===== src/hdl/bmc_pkg.sv =====
// Shared types and constants for the binary mask centroid block.
`default_nettype none
package bmc_pkg;

    // Image geometry limits
    localparam int MAX_WIDTH  = 4096;
    localparam int MAX_HEIGHT = 4096;

    // Field and state widths
    localparam int PIX_W   = 8;
    localparam int WIDTH_W = 13;
    localparam int COORD_W = 12;
    localparam int SUM_W   = 36;
    localparam int CNT_W   = 25;
    localparam int STEP_W  = $clog2(COORD_W);

    // Constants
    localparam logic [PIX_W-1:0]   TARGET_VALUE  = 8'd255;
    localparam logic [WIDTH_W-1:0] WIDTH_RESET   = 13'd640;
    localparam logic [WIDTH_W-1:0] WIDTH_MAX     = WIDTH_W'(MAX_WIDTH);
    localparam logic [COORD_W-1:0] ROW_LAST      = COORD_W'(MAX_HEIGHT - 1);
    localparam logic [CNT_W-1:0]   HIT_LIMIT     = CNT_W'(MAX_WIDTH * MAX_HEIGHT);

    // Frame record queue
    localparam int REC_DEPTH = 2;
    localparam int REC_PTR_W = $clog2(REC_DEPTH);
    localparam int REC_CNT_W = $clog2(REC_DEPTH + 1);

    typedef struct packed {
        logic [PIX_W-1:0] mask_pixel;
        logic             frame_end;
    } t_pixel;

    typedef struct packed {
        logic [COORD_W-1:0] centroid_x;
        logic [COORD_W-1:0] centroid_y;
        logic [CNT_W-1:0]   target_count;
        logic               target_found;
    } t_result;

    // Totals of one finished frame, handed from accumulator to divider
    typedef struct packed {
        logic [SUM_W-1:0] column_sum;
        logic [SUM_W-1:0] row_sum;
        logic [CNT_W-1:0] hit_count;
    } t_frame_rec;

endpackage
`default_nettype wire


===== src/hdl/bmc_front.sv =====
// Pixel accumulator: tracks raster position and sums target pixel coordinates.
`default_nettype none
module bmc_front (
    input  wire logic                          i_clk,
    input  wire logic                          i_rst_n,
    input  wire logic                          i_cfg_we,
    input  wire logic [bmc_pkg::WIDTH_W-1:0]   i_cfg_wdata,
    input  wire logic                          i_pix_accept,
    input  wire bmc_pkg::t_pixel               i_pix,
    output logic                               o_rec_push,
    output bmc_pkg::t_frame_rec                o_rec
);

    logic [bmc_pkg::WIDTH_W-1:0] r_image_width;
    logic [bmc_pkg::COORD_W-1:0] r_col, n_col;
    logic [bmc_pkg::COORD_W-1:0] r_row, n_row;
    logic [bmc_pkg::SUM_W-1:0]   r_col_sum, n_col_sum;
    logic [bmc_pkg::SUM_W-1:0]   r_row_sum, n_row_sum;
    logic [bmc_pkg::CNT_W-1:0]   r_hit_count, n_hit_count;
    logic [bmc_pkg::WIDTH_W-1:0] eff_width;
    logic                        hit;
    logic                        wrap;

    // Clamp the configured width into 1..MAX_WIDTH
    always_comb begin
        if (r_image_width == '0) begin
            eff_width = bmc_pkg::WIDTH_W'(1);
        end else if (r_image_width > bmc_pkg::WIDTH_MAX) begin
            eff_width = bmc_pkg::WIDTH_MAX;
        end else begin
            eff_width = r_image_width;
        end
    end

    // Accumulate this pixel; hits freeze once the count saturates
    assign hit  = (i_pix.mask_pixel == bmc_pkg::TARGET_VALUE) &&
                  (r_hit_count < bmc_pkg::HIT_LIMIT);
    assign wrap = ({1'b0, r_col} + bmc_pkg::WIDTH_W'(1)) >= eff_width;

    always_comb begin
        n_col_sum   = r_col_sum;
        n_row_sum   = r_row_sum;
        n_hit_count = r_hit_count;
        if (hit) begin
            n_col_sum   = r_col_sum + bmc_pkg::SUM_W'(r_col);
            n_row_sum   = r_row_sum + bmc_pkg::SUM_W'(r_row);
            n_hit_count = r_hit_count + bmc_pkg::CNT_W'(1);
        end
    end

    // Raster position; row holds at the last allowed row
    always_comb begin
        n_col = r_col + bmc_pkg::COORD_W'(1);
        n_row = r_row;
        if (wrap) begin
            n_col = '0;
            if (r_row != bmc_pkg::ROW_LAST) begin
                n_row = r_row + bmc_pkg::COORD_W'(1);
            end
        end
    end

    // Frame totals go out on the last pixel
    assign o_rec_push       = i_pix_accept && i_pix.frame_end;
    assign o_rec.column_sum = n_col_sum;
    assign o_rec.row_sum    = n_row_sum;
    assign o_rec.hit_count  = n_hit_count;

    always_ff @(posedge i_clk) begin
        if (!i_rst_n) begin
            r_image_width <= bmc_pkg::WIDTH_RESET;
            r_col         <= '0;
            r_row         <= '0;
            r_col_sum     <= '0;
            r_row_sum     <= '0;
            r_hit_count   <= '0;
        end else begin
            if (i_cfg_we) begin
                r_image_width <= i_cfg_wdata;
            end
            if (i_pix_accept) begin
                if (i_pix.frame_end) begin
                    r_col       <= '0;
                    r_row       <= '0;
                    r_col_sum   <= '0;
                    r_row_sum   <= '0;
                    r_hit_count <= '0;
                end else begin
                    r_col       <= n_col;
                    r_row       <= n_row;
                    r_col_sum   <= n_col_sum;
                    r_row_sum   <= n_row_sum;
                    r_hit_count <= n_hit_count;
                end
            end
        end
    end

`ifndef NO_ASSERTIONS
    // A frame end leaves the accumulators clear
    a_frame_clear: assert property (@(posedge i_clk) disable iff (!i_rst_n)
        o_rec_push |=> (r_hit_count == '0 && r_col_sum == '0 && r_col == '0))
        else $error("accumulators not cleared after frame end");

    // Column never reaches the effective width
    a_col_range: assert property (@(posedge i_clk) disable iff (!i_rst_n)
        $past(i_pix_accept) && !$past(i_cfg_we) |->
            ({1'b0, r_col} < eff_width))
        else $error("column counter out of range");
`endif

endmodule
`default_nettype wire


===== src/hdl/bmc_queue.sv =====
// Short queue of finished frame records between accumulator and divider.
`default_nettype none
module bmc_queue (
    input  wire logic                 i_clk,
    input  wire logic                 i_rst_n,
    input  wire logic                 i_push,
    input  wire bmc_pkg::t_frame_rec  i_data,
    output logic                      o_full,
    input  wire logic                 i_pop,
    output logic                      o_empty,
    output bmc_pkg::t_frame_rec       o_data
);

    bmc_pkg::t_frame_rec r_mem [bmc_pkg::REC_DEPTH];
    logic [bmc_pkg::REC_PTR_W-1:0] r_wr_ptr;
    logic [bmc_pkg::REC_PTR_W-1:0] r_rd_ptr;
    logic [bmc_pkg::REC_CNT_W-1:0] r_count;
    logic                          do_push;
    logic                          do_pop;

    assign o_full  = (r_count == bmc_pkg::REC_CNT_W'(bmc_pkg::REC_DEPTH));
    assign o_empty = (r_count == '0);
    assign o_data  = r_mem[r_rd_ptr];
    assign do_push = i_push && !o_full;
    assign do_pop  = i_pop && !o_empty;

    // Storage
    always_ff @(posedge i_clk) begin
        if (do_push) begin
            r_mem[r_wr_ptr] <= i_data;
        end
    end

    // Pointers and fill count
    always_ff @(posedge i_clk) begin
        if (!i_rst_n) begin
            r_wr_ptr <= '0;
            r_rd_ptr <= '0;
            r_count  <= '0;
        end else begin
            if (do_push) begin
                r_wr_ptr <= r_wr_ptr + bmc_pkg::REC_PTR_W'(1);
            end
            if (do_pop) begin
                r_rd_ptr <= r_rd_ptr + bmc_pkg::REC_PTR_W'(1);
            end
            if (do_push && !do_pop) begin
                r_count <= r_count + bmc_pkg::REC_CNT_W'(1);
            end else if (do_pop && !do_push) begin
                r_count <= r_count - bmc_pkg::REC_CNT_W'(1);
            end
        end
    end

`ifndef NO_ASSERTIONS
    // Fill count matches the pointer distance
    a_count_ptrs: assert property (@(posedge i_clk) disable iff (!i_rst_n)
        (r_count == '0 || r_count == bmc_pkg::REC_CNT_W'(bmc_pkg::REC_DEPTH)) |->
            (r_wr_ptr == r_rd_ptr))
        else $error("queue count and pointers disagree");
`endif

endmodule
`default_nettype wire


===== src/hdl/bmc_divider.sv =====
// Divider: turns frame totals into mean column and row, one quotient bit a cycle.
`default_nettype none
module bmc_divider (
    input  wire logic                 i_clk,
    input  wire logic                 i_rst_n,
    input  wire logic                 i_rec_empty,
    input  wire bmc_pkg::t_frame_rec  i_rec,
    output logic                      o_rec_pop,
    output logic                      o_empty,
    input  wire logic                 i_pop,
    output bmc_pkg::t_result          o_result
);

    typedef enum logic [1:0] {
        S_IDLE,
        S_DIV,
        S_HOLD
    } t_state;

    t_state                       r_state;
    logic [bmc_pkg::STEP_W-1:0]   r_step;
    logic [bmc_pkg::CNT_W-1:0]    r_divisor;
    logic [bmc_pkg::CNT_W-1:0]    r_rem_x, n_rem_x;
    logic [bmc_pkg::CNT_W-1:0]    r_rem_y, n_rem_y;
    logic [bmc_pkg::COORD_W-1:0]  r_quo_x, n_quo_x;
    logic [bmc_pkg::COORD_W-1:0]  r_quo_y, n_quo_y;
    logic                         r_out_valid;
    bmc_pkg::t_result             r_out;
    logic [bmc_pkg::CNT_W:0]      trial_x;
    logic [bmc_pkg::CNT_W:0]      trial_y;
    logic                         ge_x;
    logic                         ge_y;
    logic                         slot_free;
    logic                         found;

    // One restoring step for each coordinate; the quotient shifts in below
    assign trial_x = {r_rem_x, r_quo_x[bmc_pkg::COORD_W-1]};
    assign trial_y = {r_rem_y, r_quo_y[bmc_pkg::COORD_W-1]};
    assign ge_x    = trial_x >= {1'b0, r_divisor};
    assign ge_y    = trial_y >= {1'b0, r_divisor};

    always_comb begin
        n_rem_x = ge_x ? bmc_pkg::CNT_W'(trial_x - {1'b0, r_divisor})
                       : bmc_pkg::CNT_W'(trial_x);
        n_rem_y = ge_y ? bmc_pkg::CNT_W'(trial_y - {1'b0, r_divisor})
                       : bmc_pkg::CNT_W'(trial_y);
        n_quo_x = {r_quo_x[bmc_pkg::COORD_W-2:0], ge_x};
        n_quo_y = {r_quo_y[bmc_pkg::COORD_W-2:0], ge_y};
    end

    assign slot_free = !r_out_valid || i_pop;
    assign found     = (r_divisor != '0);
    assign o_rec_pop = (r_state == S_IDLE) && !i_rec_empty;
    assign o_empty   = !r_out_valid;
    assign o_result  = r_out;

    // Sequencer and output slot
    always_ff @(posedge i_clk) begin
        if (!i_rst_n) begin
            r_state     <= S_IDLE;
            r_step      <= '0;
            r_out_valid <= 1'b0;
        end else begin
            // A new result refills the slot in the cycle its old one is taken
            if (r_state == S_HOLD && slot_free) begin
                r_out_valid <= 1'b1;
            end else if (i_pop && r_out_valid) begin
                r_out_valid <= 1'b0;
            end
            unique case (r_state)
                S_IDLE: begin
                    if (!i_rec_empty) begin
                        // Mean fits the coordinate width, so the high part
                        // of the sum is already below the divisor
                        r_divisor <= i_rec.hit_count;
                        r_rem_x   <= bmc_pkg::CNT_W'(
                                     i_rec.column_sum[bmc_pkg::SUM_W-1:bmc_pkg::COORD_W]);
                        r_rem_y   <= bmc_pkg::CNT_W'(
                                     i_rec.row_sum[bmc_pkg::SUM_W-1:bmc_pkg::COORD_W]);
                        r_quo_x   <= i_rec.column_sum[bmc_pkg::COORD_W-1:0];
                        r_quo_y   <= i_rec.row_sum[bmc_pkg::COORD_W-1:0];
                        r_step    <= '0;
                        r_state   <= S_DIV;
                    end
                end
                S_DIV: begin
                    r_rem_x <= n_rem_x;
                    r_rem_y <= n_rem_y;
                    r_quo_x <= n_quo_x;
                    r_quo_y <= n_quo_y;
                    r_step  <= r_step + bmc_pkg::STEP_W'(1);
                    if (r_step == bmc_pkg::STEP_W'(bmc_pkg::COORD_W - 1)) begin
                        r_state <= S_HOLD;
                    end
                end
                S_HOLD: begin
                    if (slot_free) begin
                        r_out.centroid_x   <= found ? r_quo_x : '0;
                        r_out.centroid_y   <= found ? r_quo_y : '0;
                        r_out.target_count <= r_divisor;
                        r_out.target_found <= found;
                        r_state            <= S_IDLE;
                    end
                end
                default: begin
                    r_state <= S_IDLE;
                end
            endcase
        end
    end

`ifndef NO_ASSERTIONS
    // Partial remainders stay below a nonzero divisor
    a_rem_bound: assert property (@(posedge i_clk) disable iff (!i_rst_n)
        (r_state == S_DIV && r_divisor != '0) |->
            (r_rem_x < r_divisor && r_rem_y < r_divisor))
        else $error("divider remainder out of range");

    // A waiting result is not overwritten
    a_no_overwrite: assert property (@(posedge i_clk) disable iff (!i_rst_n)
        (r_out_valid && !i_pop) |=> (r_out_valid && $stable(r_out)))
        else $error("result overwritten before it was taken");
`endif

endmodule
`default_nettype wire


===== src/hdl/binary_mask_centroid_unit.sv =====
// Top level of the binary mask centroid block.
`default_nettype none
// Pixels of a binary mask enter in raster order, one item per clock while full
// is low, and the column and row are tracked from the image width register (a
// width of 0 acts as 1, above 4096 as 4096). Only pixels equal to 255 count. On
// the item that carries frame_end the frame totals move into a two-entry queue
// and the accumulators clear at once, so the next frame starts on the next clock.
// A shared-step divider then produces both mean coordinates for each frame: it
// loads a record from the queue, shifts out the 12 quotient bits one by one, and
// writes the result register. full rises only while both queue entries hold
// pending frames: when short frames arrive faster than the divider drains them,
// or when a finished result waits unread and the divider holds.
module binary_mask_centroid_unit (
    input  wire logic                          i_clk,
    input  wire logic                          i_rst_n,
    input  wire logic                          i_cfg_we,
    input  wire logic [bmc_pkg::WIDTH_W-1:0]   i_cfg_wdata,
    input  wire logic                          push,
    output logic                               full,
    input  wire bmc_pkg::t_pixel               i_pixel,
    output logic                               empty,
    input  wire logic                          pop,
    output bmc_pkg::t_result                   o_result
);

    logic                rec_push;
    bmc_pkg::t_frame_rec rec_in;
    logic                rec_full;
    logic                rec_pop;
    logic                rec_empty;
    bmc_pkg::t_frame_rec rec_out;
    logic                pix_accept;

    assign full       = rec_full;
    assign pix_accept = push && !rec_full;

    // Accumulator
    bmc_front u_front (
        .i_clk        (i_clk),
        .i_rst_n      (i_rst_n),
        .i_cfg_we     (i_cfg_we),
        .i_cfg_wdata  (i_cfg_wdata),
        .i_pix_accept (pix_accept),
        .i_pix        (i_pixel),
        .o_rec_push   (rec_push),
        .o_rec        (rec_in)
    );

    // Pending frame totals
    bmc_queue u_queue (
        .i_clk   (i_clk),
        .i_rst_n (i_rst_n),
        .i_push  (rec_push),
        .i_data  (rec_in),
        .o_full  (rec_full),
        .i_pop   (rec_pop),
        .o_empty (rec_empty),
        .o_data  (rec_out)
    );

    // Mean computation and result register
    bmc_divider u_divider (
        .i_clk       (i_clk),
        .i_rst_n     (i_rst_n),
        .i_rec_empty (rec_empty),
        .i_rec       (rec_out),
        .o_rec_pop   (rec_pop),
        .o_empty     (empty),
        .i_pop       (pop),
        .o_result    (o_result)
    );

endmodule
`default_nettype wire


===== config.mk =====
export PLATFORM = sky130hd
export DESIGN_NAME = binary_mask_centroid_unit
export DESIGN_NICKNAME = d
export VERILOG_FILES = /design/src/hdl/bmc_pkg.sv /design/src/hdl/bmc_front.sv /design/src/hdl/bmc_queue.sv /design/src/hdl/bmc_divider.sv /design/src/hdl/binary_mask_centroid_unit.sv
export SDC_FILE = /design/constraint.sdc
export NUM_CORES = 1
export LEC_CHECK = 0
export ABC_AREA = 1
export BUFFER_PORTS_ARGS = -buffer_cell sky130_fd_sc_hd__clkbuf_2
export CAP_MARGIN = 0
export CORE_UTILIZATION = 30
export CTS_CLUSTER_DIAMETER = 30
export DETAILED_ROUTE_END_ITERATION = 12
export PLACE_DENSITY_LB_ADDON = 0.25
export SYNTH_ARGS = -nofsm -noshare
export SYNTH_HDL_FRONTEND = slang
export SYNTH_SLANG_ARGS = --single-unit

===== constraint.sdc =====
create_clock -name i_clk -period 10.7 [get_ports i_clk]
set_input_delay 0.535 -clock i_clk [delete_from_list [all_inputs] [get_ports i_clk]]
set_output_delay 0.535 -clock i_clk [all_outputs]
set_load 0.1 [all_outputs]

==> flow_summary.yaml <==
run_status:
  status: "finished, violations left"
  violations: "design-rule violations"
yosys:
  syn_avg_cell_area_um2: 8.067
  synth_common_cells: "nand2_1 (987), inv_1 (351), edfxtp_1 (343)"
  synth_seq_cells: 489
  yosys_warnings: 0
  syn_area_um2: 26970
  syn_nets: 3466
  synth_top_area_share_pct: 38.19
  synth_enable_flop_cells: 343
  yosysTopAreaCell: "edfxtp_1"
  ys_seq_area_share_pct: 49.03
  synthCells: 3343
  yosysUniqueCellTypes: 56
  async_reset_ff_share_pct: 0
  synth_area_leaders: "edfxtp_1 (38%), nand2_1 (14%), dfxtp_1 (11%)"
  yosysMostFrequentCell: "nand2_1"
  synthFlopType: "edfxtp_1"
clocking:
  clk_latency_ns: 0.69
  cts_buffer_depth: 3
  cts.sinks: 489
  clockRootBuffer: "clkbuf_16"
  path_clk_slew_ns: 0.05
  post_cts_buffers: 0
  cts_tree: "done"
  cts-resized-gates: 0
  cts-buffers-inserted: 116
  hold_buffers: 0
  h-tree-depth: 3
global_routing:
  grt_pass1_vias: 21110
  grt_usage_pct: 17.07
  antenna_found_initial: 2
  grt_start_max_net_pins: 149
  grt_overflow: 0
  grt_first_pass_wirelength_mm: 120.8
setup_path:
  cp.buffers_inverters: 5
  reg2reg_depth: 8
  critical_path_arrival_ns: 3.77
  path_delay_family: "buffers and inverters"
  max_stage_delay_ns: 0.83
  rr_startpoint: "u_queue.r_count[1]$_SDFFE_PN0P_"
  worstPathCellList: "inv_1 > o21ai_4 > buf_4 > nor2_1 > inv_1 > buf_4 > nor2_4 > buf_4"
  start_kind: "flop"
  critPathMaxFanout: 66
  rrSetupSlack_ns: 7.21
  crit_path_end_kind: "flop"
  worstSetupPathType: "flop to flop"
  cp.required_ns: 10.98
  cp_slowest_cell: "buf_4"
  r2r-end: "u_queue.r_mem[1][17]$_DFFE_PP_"
  crit_top_cell: "buf_4"
sta:
  finalHoldViolCount: 0
  slew_violations: 0
  max_freq_mhz: 286.6
  setup_viol: 0
  fin_tns_setup_ns: 0
  worstMarginPinSlew_ns: 1.077
  worst_hold_slack_ns: 0.07066
  rsz0062_at_grt: "no"
  finalCritPeriodShare_pct: 32.61
  fin_crit_ns: 3.489
  relSlewSlack_pct: 28.01
  skew_ns: 0.03637
place:
  dp_hpwl_mm: 54.72
  port_buffers: 78
  place_congestion: 0.9012
die:
  ios: 79
  core_area_um2: 88650
  start_util_pct: 30.42
  dieHeight_um: 301.8
  rows: 109
  die_w_um: 301.8
  die_area_um2: 91090
drt:
  first_iter_violations: 1463
  drc: 3
  drtPass1Iterations: 11
  routed_via_density: 4.762
  routed_wl_mm: 78.16
  route.vias.total: 22440
  ant_nets: 0
  wire_per_inst_um: 16.58
power:
  seqPwrFrac_pct: 29.6
  irDropWorstVdd_uv: 197.9
  power_density_nw_per_um2: 259.4
  netSwitchingFraction_pct: 35.20
  power.total_w: 0.008441
  p_comb_share_pct: 28.7
  leakage_nw: 13.38
  internal-power_w: 0.005470
  p_clk_share_pct: 41.7
  p_switching_w: 0.002972
flow_run:
  maxCapViolCount: 0
cells_and_area:
  drive_above_1_share_pct: 10.57
  fill_cells: 9087
  final_nets: 3570
  antenna_cells: 0
  final_util_pct: 36.71
  area_growth_pct: 20.66
worst_hold_path:
  min_to: "u_front.r_image_width[7]$_SDFFE_PN1P_"
  hold_depth: 3
  hp-start: "i_cfg_wdata[7]"
  hold_path.class: "input port to flop"
==> layout make-up <==
type | count | area, um^2 | area share (%)
well taps | 1165 | 1458 | 4.480
repair buffers | 95 | 530.5 | 1.630
multi-input cells | 2377 | 11930 | 36.66
flip-flops and latches | 489 | 13230 | 40.65
clock buffers | 143 | 3105 | 9.544
inverters | 368 | 1384 | 4.253
clock inverters | 76 | 905.9 | 2.784
==> worst max path at each step <==
| stage | startpoint | endpoint | depth (start not counted) |
|---|---|---|---|
| after CTS | u_queue.r_count[1]$_SDFFE_PN0P_ | u_queue.r_mem[1][17]$_DFFE_PP_ | 8 |
| after detailed placement | push | u_queue.r_mem[1][10]$_DFFE_PP_ | 8 |
| after global routing | u_front.r_col[1]$_SDFFE_PN0P_ | u_front.r_col[9]$_SDFFE_PN0P_ | 17 |
| after floorplan | i_pixel[0] | u_queue.r_mem[0][0]$_DFFE_PP_ | 6 |
| after global placement | push | u_queue.r_mem[1][9]$_DFFE_PP_ | 8 |
| final | u_queue.r_count[1]$_SDFFE_PN0P_ | u_queue.r_mem[1][17]$_DFFE_PP_ | 8 |
==> cell usage in the layout (no fill, tap or decap), types with 9 or more instances in the layout <==
master | netlist | final
buf_4 | 4 | 16
nand4_1 | 95 | 95
clkbuf_1 | 67 | 18
nand2_2 | 10 | 10
xnor2_1 | 34 | 34
clkinv_1 | 5 | 11
nor2_2 | 7 | 9
a22oi_1 | 23 | 23
clkbuf_16 | 0 | 117
dfxtp_1 | 146 | 145
o21ai_1 | 10 | 9
inv_2 | 12 | 13
o21ai_0 | 115 | 115
clkinv_2 | 0 | 18
a21oi_1 | 236 | 236
bufinv_16 | 0 | 13
nand3_1 | 209 | 209
and2_1 | 9 | 9
nand3b_1 | 19 | 19
nor3_1 | 50 | 49
edfxtp_1 | 343 | 343
clkinvlp_4 | 0 | 17
inv_1 | 351 | 351
or2_2 | 15 | 15
nand2_1 | 987 | 987
clkbuf_2 | 0 | 78
ha_1 | 92 | 92
xor2_1 | 35 | 35
nor2_1 | 341 | 334
nor4_1 | 12 | 12
==> power groups by stage <==
stage / logic, W / registers (W) / clock network, W
after floorplan: 0.00177 / 0.00247 / 0
after global placement: 0.00241 / 0.00253 / 0
after detailed placement: 0.00240 / 0.00253 / 0
after CTS: 0.00242 / 0.00250 / 0.00359
after global routing: 0.00271 / 0.00252 / 0.00369
final: 0.00242 / 0.00250 / 0.00352
==> state kept, by name (all words and copies together) (netlist names), named ones only <==
signal,flops
u_divider.o_result,50
u_divider.r_divisor,25
u_divider.r_out_valid,1
u_divider.r_quo_x,12
u_divider.r_quo_y,12
u_divider.r_rem_x,25
u_divider.r_rem_y,25
u_divider.r_state,2
u_divider.r_step,4
u_front.r_col,12
u_front.r_col_sum,36
u_front.r_hit_count,25
u_front.r_image_width,13
u_front.r_row,12
u_front.r_row_sum,36
u_queue.r_count,2
u_queue.r_mem,194
u_queue.r_rd_ptr,1
u_queue.r_wr_ptr,1
==> metal layers <==
layer / wire [um] / GRT usage, %
met5: 7 / 0
met4: 1964 / 5.568
met3: 4051 / 3.196
met2: 34160 / 25.90
met1: 37980 / 24.35
==> worst min-delay path, delay by kind of cell <==
family / cells / cell delay, ns
buf+inv: 1 / 0.07
simple gates: 2 / 0.10
==> kinds of logic (layout without fill, tap and decap cells) <==
family	after synthesis	count (layout)	share of synthesized area, %
simple gates	1779	1779	28.27
flops	489	489	49.03
buf+inv	477	682	6.973
compound gates	426	426	8.662
fa+ha+maj	96	96	4.565
xor+xnor	69	69	2.241
mux	7	7	0.2598
==> metrics by stage <==
step | worst slack (ns) | area [um^2] | std cells
final | 7.211 | 32540 | 4713
after global routing | 6.800 | 32540 | 4713
after CTS | 7.142 | 32540 | 4713
after detailed placement | 6.965 | 28530 | 4494
after global placement | 6.940 | 28530 | 4494
after floorplan | 4.846 | 26970 | 3343
(Power assumes the default switching activity.)
